[config.mk]
export PLATFORM = sky130hd
export DESIGN_NAME = hsb_to_rgb_core
export DESIGN_NICKNAME = d
export VERILOG_FILES = /design/src/hdl/hsb_pkg.sv /design/src/hdl/hsb_front.sv /design/src/hdl/hsb_mul.sv /design/src/hdl/hsb_out.sv /design/src/hdl/hsb_to_rgb_core.sv
export SDC_FILE = /design/constraint.sdc
export NUM_CORES = 2
export LEC_CHECK = 0
export BUFFER_PORTS_ARGS = -buffer_cell sky130_fd_sc_hd__buf_2
export CAP_MARGIN = 20
export CORE_MARGIN = 2
export CORE_UTILIZATION = 37
export CTS_BUF_LIST = sky130_fd_sc_hd__clkbuf_8
export CTS_CLUSTER_DIAMETER = 30
export DETAILED_ROUTE_END_ITERATION = 8
export GPL_TIMING_DRIVEN = 1
export SETUP_SLACK_MARGIN = 0.1
export SYNTH_ARGS = -nofsm -noshare
export SYNTH_HDL_FRONTEND = slang
export SYNTH_SLANG_ARGS = --single-unit
[constraint.sdc]
create_clock -name clock -period 18.4 [get_ports clock]
set_clock_uncertainty 0.15 [all_clocks]
set_input_delay 5.52 -clock clock [delete_from_list [all_inputs] [get_ports clock]]
set_output_delay 5.52 -clock clock [all_outputs]
set_load 0.01 [all_outputs]
[src/hdl/hsb_pkg.sv]
// shared types and constants for the hsb to rgb colour converter
// no dependencies; imported by every module of the block
package hsb_pkg;

   localparam int HUE_W    = 24;
   localparam int LEVEL_W  = 17;
   localparam int CHAN_W   = 8;
   localparam int SECTOR_W = 3;

   typedef enum logic [SECTOR_W-1:0] {
      SEC_RED_YEL = 3'd0,
      SEC_YEL_GRN = 3'd1,
      SEC_GRN_CYN = 3'd2,
      SEC_CYN_BLU = 3'd3,
      SEC_BLU_MAG = 3'd4,
      SEC_MAG_RED = 3'd5
   } sector_type;

   typedef struct packed {
      logic signed [HUE_W-1:0] hue_turns;
      logic [LEVEL_W-1:0]      saturation_level;
      logic [LEVEL_W-1:0]      brightness_level;
   } hsb_req_type;

   typedef struct packed {
      logic [CHAN_W-1:0] red_out;
      logic [CHAN_W-1:0] green_out;
      logic [CHAN_W-1:0] blue_out;
   } hsb_rsp_type;

endpackage

[src/hdl/hsb_front.sv]
// first stage: hue fraction times six, saturation and brightness clamped to one
// depends on hsb_pkg
module hsb_front #(
   parameter int FRAC_BITS = 16
) (
   input  logic                 clock,
   input  logic                 reset,
   input  logic                 in_valid,
   output logic                 in_ready,
   input  hsb_pkg::hsb_req_type in_data,
   output logic                 out_valid,
   input  logic                 out_ready,
   output hsb_pkg::sector_type  sector,
   output logic [FRAC_BITS-1:0] frac,
   output logic [FRAC_BITS:0]   one_minus_frac,
   output logic [FRAC_BITS:0]   sat,
   output logic [FRAC_BITS:0]   bri
);
   import hsb_pkg::*;

   localparam int F     = FRAC_BITS;
   localparam int CMP_W = (F + 1 > LEVEL_W) ? F + 1 : LEVEL_W;
   localparam logic [CMP_W-1:0] ONE_CMP = CMP_W'(1) << F;
   localparam logic [F:0]       ONE     = (F+1)'(1) << F;

   logic             valid_ff, valid_in;
   sector_type       sector_ff, sector_in;
   logic [F-1:0]     frac_ff, frac_in;
   logic [F:0]       omf_ff, omf_in;
   logic [F:0]       sat_ff, sat_in;
   logic [F:0]       bri_ff, bri_in;
   logic [F-1:0]     hue;
   logic [F+2:0]     h6;
   logic [CMP_W-1:0] sat_ext, bri_ext;

   assign in_ready = !valid_ff || out_ready;

   always_comb begin
      // low bits of a two's complement hue are already hue minus its floor
      hue     = in_data.hue_turns[F-1:0];
      h6      = (F+3)'(hue) * (F+3)'(3'd6);
      sat_ext = CMP_W'(in_data.saturation_level);
      bri_ext = CMP_W'(in_data.brightness_level);
      sat_in    = (sat_ext > ONE_CMP) ? ONE : sat_ext[F:0];
      bri_in    = (bri_ext > ONE_CMP) ? ONE : bri_ext[F:0];
      sector_in = sector_type'(h6[F+2:F]);
      frac_in   = h6[F-1:0];
      omf_in    = ONE - (F+1)'(h6[F-1:0]);
      valid_in  = in_ready ? in_valid : valid_ff;
   end

   always_ff @(posedge clock) begin
      if (reset) begin
         valid_ff <= 1'b0;
      end else begin
         valid_ff <= valid_in;
      end
      if (in_ready) begin
         sector_ff <= sector_in;
         frac_ff   <= frac_in;
         omf_ff    <= omf_in;
         sat_ff    <= sat_in;
         bri_ff    <= bri_in;
      end
   end

   assign out_valid      = valid_ff;
   assign sector         = sector_ff;
   assign frac           = frac_ff;
   assign one_minus_frac = omf_ff;
   assign sat            = sat_ff;
   assign bri            = bri_ff;

endmodule

[src/hdl/hsb_mul.sv]
// second and third stages: s*f and s*(1-f), then p, q and t from the brightness
// depends on hsb_pkg
module hsb_mul #(
   parameter int FRAC_BITS = 16
) (
   input  logic                 clock,
   input  logic                 reset,
   input  logic                 in_valid,
   output logic                 in_ready,
   input  hsb_pkg::sector_type  in_sector,
   input  logic [FRAC_BITS-1:0] frac,
   input  logic [FRAC_BITS:0]   one_minus_frac,
   input  logic [FRAC_BITS:0]   sat,
   input  logic [FRAC_BITS:0]   in_bri,
   output logic                 out_valid,
   input  logic                 out_ready,
   output hsb_pkg::sector_type  out_sector,
   output logic [FRAC_BITS:0]   out_bri,
   output logic [FRAC_BITS:0]   p_val,
   output logic [FRAC_BITS:0]   q_val,
   output logic [FRAC_BITS:0]   t_val
);
   import hsb_pkg::*;

   localparam int F = FRAC_BITS;
   localparam logic [F:0] ONE = (F+1)'(1) << F;

   // stage a
   logic       a_valid_ff, a_valid_in, a_ready;
   sector_type a_sector_ff;
   logic [F:0] a_bri_ff, a_oms_ff, a_omsf_ff, a_oms1f_ff;
   logic [F:0] a_oms_in, a_omsf_in, a_oms1f_in;
   logic [2*F+1:0] sf_prod, s1f_prod;

   // stage b
   logic       b_valid_ff, b_valid_in, b_ready;
   sector_type b_sector_ff;
   logic [F:0] b_bri_ff, p_ff, q_ff, t_ff, p_in, q_in, t_in;
   logic [2*F+1:0] p_prod, q_prod, t_prod;

   assign b_ready  = !b_valid_ff || out_ready;
   assign a_ready  = !a_valid_ff || b_ready;
   assign in_ready = a_ready;

   always_comb begin
      sf_prod    = (2*F+2)'(sat) * (2*F+2)'(frac);
      s1f_prod   = (2*F+2)'(sat) * (2*F+2)'(one_minus_frac);
      a_oms_in   = ONE - sat;
      a_omsf_in  = ONE - sf_prod[2*F:F];
      a_oms1f_in = ONE - s1f_prod[2*F:F];
      a_valid_in = a_ready ? in_valid : a_valid_ff;
   end

   always_comb begin
      p_prod     = (2*F+2)'(a_bri_ff) * (2*F+2)'(a_oms_ff);
      q_prod     = (2*F+2)'(a_bri_ff) * (2*F+2)'(a_omsf_ff);
      t_prod     = (2*F+2)'(a_bri_ff) * (2*F+2)'(a_oms1f_ff);
      // products of two values no greater than one stay within f+1 bits
      p_in       = p_prod[2*F:F];
      q_in       = q_prod[2*F:F];
      t_in       = t_prod[2*F:F];
      b_valid_in = b_ready ? a_valid_ff : b_valid_ff;
   end

   always_ff @(posedge clock) begin
      if (reset) begin
         a_valid_ff <= 1'b0;
         b_valid_ff <= 1'b0;
      end else begin
         a_valid_ff <= a_valid_in;
         b_valid_ff <= b_valid_in;
      end
      if (a_ready) begin
         a_sector_ff <= in_sector;
         a_bri_ff    <= in_bri;
         a_oms_ff    <= a_oms_in;
         a_omsf_ff   <= a_omsf_in;
         a_oms1f_ff  <= a_oms1f_in;
      end
      if (b_ready) begin
         b_sector_ff <= a_sector_ff;
         b_bri_ff    <= a_bri_ff;
         p_ff        <= p_in;
         q_ff        <= q_in;
         t_ff        <= t_in;
      end
   end

   assign out_valid  = b_valid_ff;
   assign out_sector = b_sector_ff;
   assign out_bri    = b_bri_ff;
   assign p_val      = p_ff;
   assign q_val      = q_ff;
   assign t_val      = t_ff;

endmodule

[src/hdl/hsb_out.sv]
// last stage: channel pick per sector and scaling to 8-bit rounded half up
// depends on hsb_pkg
module hsb_out #(
   parameter int FRAC_BITS = 16
) (
   input  logic                 clock,
   input  logic                 reset,
   input  logic                 in_valid,
   output logic                 in_ready,
   input  hsb_pkg::sector_type  sector,
   input  logic [FRAC_BITS:0]   bri,
   input  logic [FRAC_BITS:0]   p_val,
   input  logic [FRAC_BITS:0]   q_val,
   input  logic [FRAC_BITS:0]   t_val,
   output logic                 out_valid,
   input  logic                 out_ready,
   output hsb_pkg::hsb_rsp_type out_data
);
   import hsb_pkg::*;

   localparam int F = FRAC_BITS;
   localparam logic [F+8:0] HALF = (F+9)'(1) << (F - 1);

   logic        valid_ff, valid_in;
   hsb_rsp_type data_ff, data_in;
   logic [F:0]  r_sel, g_sel, b_sel;

   function automatic logic [CHAN_W-1:0] to_byte(input logic [F:0] v);
      logic [F+8:0] acc;
      // v*255 as v*256 - v
      acc = ((F+9)'(v) << 8) - (F+9)'(v) + HALF;
      return acc[F+7:F];
   endfunction

   assign in_ready = !valid_ff || out_ready;

   always_comb begin
      case (sector)
         SEC_RED_YEL: begin r_sel = bri;   g_sel = t_val; b_sel = p_val; end
         SEC_YEL_GRN: begin r_sel = q_val; g_sel = bri;   b_sel = p_val; end
         SEC_GRN_CYN: begin r_sel = p_val; g_sel = bri;   b_sel = t_val; end
         SEC_CYN_BLU: begin r_sel = p_val; g_sel = q_val; b_sel = bri;   end
         SEC_BLU_MAG: begin r_sel = t_val; g_sel = p_val; b_sel = bri;   end
         default: begin     r_sel = bri;   g_sel = p_val; b_sel = q_val; end
      endcase
      data_in.red_out   = to_byte(r_sel);
      data_in.green_out = to_byte(g_sel);
      data_in.blue_out  = to_byte(b_sel);
      valid_in = in_ready ? in_valid : valid_ff;
   end

   always_ff @(posedge clock) begin
      if (reset) begin
         valid_ff <= 1'b0;
      end else begin
         valid_ff <= valid_in;
      end
      if (in_ready) begin
         data_ff <= data_in;
      end
   end

   assign out_valid = valid_ff;
   assign out_data  = data_ff;

endmodule

[src/hdl/hsb_to_rgb_core.sv]
// top level of the hsb to rgb colour converter
// depends on hsb_pkg, hsb_front, hsb_mul and hsb_out
//
//   channel   ports                          direction   payload
//   request   req_valid req_stall req_data   in          hsb_req_type
//   response  rsp_valid rsp_stall rsp_data   out         hsb_rsp_type
//
// four register stages: clamp and hue times six, s*f products, p/q/t products,
// channel pick and byte scaling; one request per clock while the response is not stalled
// each stage holds its own valid bit and fills bubbles while the response is stalled
// a stall backs up stage by stage, so req_stall rises only once every stage is full
// synchronous reset clears the valid bits only
module hsb_to_rgb_core #(
   parameter int FRAC_BITS = 16
) (
   input  logic                 clock,
   input  logic                 reset,
   input  logic                 req_valid,
   output logic                 req_stall,
   input  hsb_pkg::hsb_req_type req_data,
   output logic                 rsp_valid,
   input  logic                 rsp_stall,
   output hsb_pkg::hsb_rsp_type rsp_data
);
   import hsb_pkg::*;

   localparam int F = FRAC_BITS;

   logic       front_ready, front_valid, mul_ready, mul_valid, out_ready_s;
   sector_type front_sector, mul_sector;
   logic [F-1:0] front_frac;
   logic [F:0]   front_omf, front_sat, front_bri;
   logic [F:0]   mul_bri, mul_p, mul_q, mul_t;

   assign req_stall = !front_ready;

   hsb_front #(.FRAC_BITS(F)) u_front (
      .clock          (clock),
      .reset          (reset),
      .in_valid       (req_valid),
      .in_ready       (front_ready),
      .in_data        (req_data),
      .out_valid      (front_valid),
      .out_ready      (mul_ready),
      .sector         (front_sector),
      .frac           (front_frac),
      .one_minus_frac (front_omf),
      .sat            (front_sat),
      .bri            (front_bri)
   );

   hsb_mul #(.FRAC_BITS(F)) u_mul (
      .clock          (clock),
      .reset          (reset),
      .in_valid       (front_valid),
      .in_ready       (mul_ready),
      .in_sector      (front_sector),
      .frac           (front_frac),
      .one_minus_frac (front_omf),
      .sat            (front_sat),
      .in_bri         (front_bri),
      .out_valid      (mul_valid),
      .out_ready      (out_ready_s),
      .out_sector     (mul_sector),
      .out_bri        (mul_bri),
      .p_val          (mul_p),
      .q_val          (mul_q),
      .t_val          (mul_t)
   );

   hsb_out #(.FRAC_BITS(F)) u_out (
      .clock     (clock),
      .reset     (reset),
      .in_valid  (mul_valid),
      .in_ready  (out_ready_s),
      .sector    (mul_sector),
      .bri       (mul_bri),
      .p_val     (mul_p),
      .q_val     (mul_q),
      .t_val     (mul_t),
      .out_valid (rsp_valid),
      .out_ready (!rsp_stall),
      .out_data  (rsp_data)
   );

endmodule

==> out/metrics.yaml <==
drv_cap: 0
cts.sink_count: 237
viasPerCell: 5.05
synth_fp_nets: 7775
cp_top_family: "buffers and inverters"
holdBufCountCts: 0
cp_data_required_time_ns: 12.73
rsz0062_at_grt: "false"
hp-class: "flop to flop"
cpPeakStageDelay_ns: 0.35
grt-ovfl-total: 0
synthCells: 6051
wl_per_cell_um: 18.1
cts_resized: 0
fin_nets: 7685
synth_cell_types: 88
vias: 40600
port_buffers: 79
arrival_ns: 6.51
wl_um: 145000
layout-drive-gt1-share: 0.0529
ys_ff_latch: 237
grt_pass1_wl_um: 237000
root_buffer: "clkbuf_8"
drc: 0
dr.pass1.iters: 6
syn_area_um2: 56100
critPathMostFrequentCell: "buf_2"
worst_pin_slew_ns: 1.13
cts_made_buffers: 60
synthArstFlopShare: 0
critPathLaunchType: "primary input"
cts_tree: "built"
path_cells: "buf_2 > and3_1 > nand3_4 > inv_1 > buf_2"
crit_buf_inv: 3
min_period_ns: 12.18
fin_crit_sh: 0.662
clock.fmax_mhz: 82.1
yosysSeqAreaShare: 0.126
grt_pass1_vias: 43400
post_cts_buffers: 0
clockBufferDepth: 3
tns_ns: 0
dp_slack_ns: 6.20
die_x_um: 393
h-tree-depth: 2
setup_ws_ns: 6.22
finalSetupViolations: 0
placementRows: 142
initial_utilization: 0.374
worstSetupEndpointType: "output pin"
syn-mean-instance-area_um2: 9.27
io_pins: 88
n_fill_cell: 14900
outcome: "completed"
layout.cells.most_common: "inv_1"
layout_common_cells: "inv_1, fa_1, nand2_1"
hold_viol: 0
slew_viol_final: 0
grt_antenna_before_repair: 4
grt_util_all_layers: 0.192
hold_slack_ns: 0.272
core_area_um2: 150000
synth_warnings: 0
post-dp-hpwl_um: 109000
drt-initial-drc-count: 2476
die_h_um: 393
syn2layout_area_growth_pct: 6.60
dieArea_um2: 155000
grt_max_degree: 76
relSlewSlack: 0.248
clock_latency_ns: 0.73
post-route-util: 0.398
gp_congestion: 0.894
slowest_stage: "and3_1"
clk_pin_slew_ns: 0.06
synth_edf_count: 233
synth_flop_cell: "edfxtp_1"
crit_type: "primary input to output pin"
cp_max_fo: 5
drt.antenna.violating_nets: 0
## state kept, by name (all words and copies together) (netlist names)
signal / cells
u_mul.a_oms_ff: 17
u_front.sat: 17
u_mul.t_val: 17
u_front.sector: 3
u_mul.out_sector: 3
u_front.bri: 17
u_front.frac: 15
u_mul.a_oms1f_ff: 17
u_out.out_valid: 1
u_mul.a_bri_ff: 17
u_front.out_valid: 1
u_mul.q_val: 17
u_mul.a_sector_ff: 3
u_front.one_minus_frac: 15
u_mul.p_val: 17
u_mul.out_bri: 17
u_mul.a_valid_ff: 1
u_mul.a_omsf_ff: 17
u_mul.out_valid: 1
u_out.out_data: 24
## metrics by stage
stage / instances / instance area (um^2)
after floorplan: 6051 / 56100
after global placement: 7912 / 58400
after detailed placement: 7913 / 58500
after CTS: 8027 / 59700
after global routing: 8030 / 59800
final: 8032 / 59800
## cell families after synthesis
logic type	synth area share
muxes	0.0105
AOI/OAI and AO/OA	0.0581
xor gates and xnor gates	0.0264
and+or+nand+nor	0.162
DFF	0.126
adders and majority gates	0.513
buffers and inverters	0.104
## Yosys cell counts, types with 8 or more instances
library cell  instances  share of area
mux2i_1              43         0.0077
o21ai_0              77         0.0069
nor2_1              143         0.0096
nand3_1              30         0.0027
edfxtp_1            233           0.12
a21o_1               54         0.0072
buf_2                 8        0.00071
and2_1              491          0.055
or2_2                13         0.0014
nor2b_1              49         0.0055
a31oi_1               9         0.0010
a221o_1              12         0.0021
nand2_1             995          0.067
mux2_2               14         0.0028
nand2b_1             13         0.0014
o21a_1               32         0.0043
nor4_1               20         0.0022
o21bai_1              9         0.0012
a221oi_1              9         0.0014
nand4_1              18         0.0020
ha_1                600           0.13
clkbuf_1            288          0.019
fa_1               1062           0.38
o211ai_1             12         0.0016
a21oi_1             101         0.0090
a211oi_1             19         0.0025
and3_1               30         0.0033
xor2_1               56         0.0087
xnor2_1             113          0.018
or3_1                21         0.0023
nor3_1               62         0.0055
nor3b_1               8         0.0011
inv_1              1248          0.084
## path summary, 6_finish.rpt
check             slack, ns                                start                        endpoint  cells after the start
setup / recovery       6.22                            rsp_stall                       req_stall                      5
hold / removal         0.27         u_front.bri[5]$_SDFFCE_PN0N_     u_mul.a_bri_ff[5]$_DFFE_PP_                      0
setup reg to reg      10.18  u_front.one_minus_frac[3]$_DFFE_PN_  u_mul.a_oms1f_ff[16]$_DFFE_PP_                     23
hold reg to reg        0.27         u_front.bri[5]$_SDFFCE_PN0N_     u_mul.a_bri_ff[5]$_DFFE_PP_                      0
## layout make-up
class,instances,area (um^2),area share
inverter,1248,4680,0.0783
multi-input combinational,4262,43200,0.723
clock inverter,54,464,0.00776
sequential,237,7080,0.118
timing repair buffer,152,993,0.0166
tap,2016,2520,0.0422
clock buffer,60,826,0.0138
antenna,3,7.51,0.000126
## metal layers
metal	share of wire	vias up	global-route usage
met5	0	-	0
met4	0.030	0	0.0552
met3	0.066	241	0.0297
met2	0.47	1205	0.320
met1	0.43	20700	0.258
li1	-	18400	-
Power is left out: the tool's default activity adds up to more than one toggle a clock period on the data nets, which glitch-free logic cannot reach.
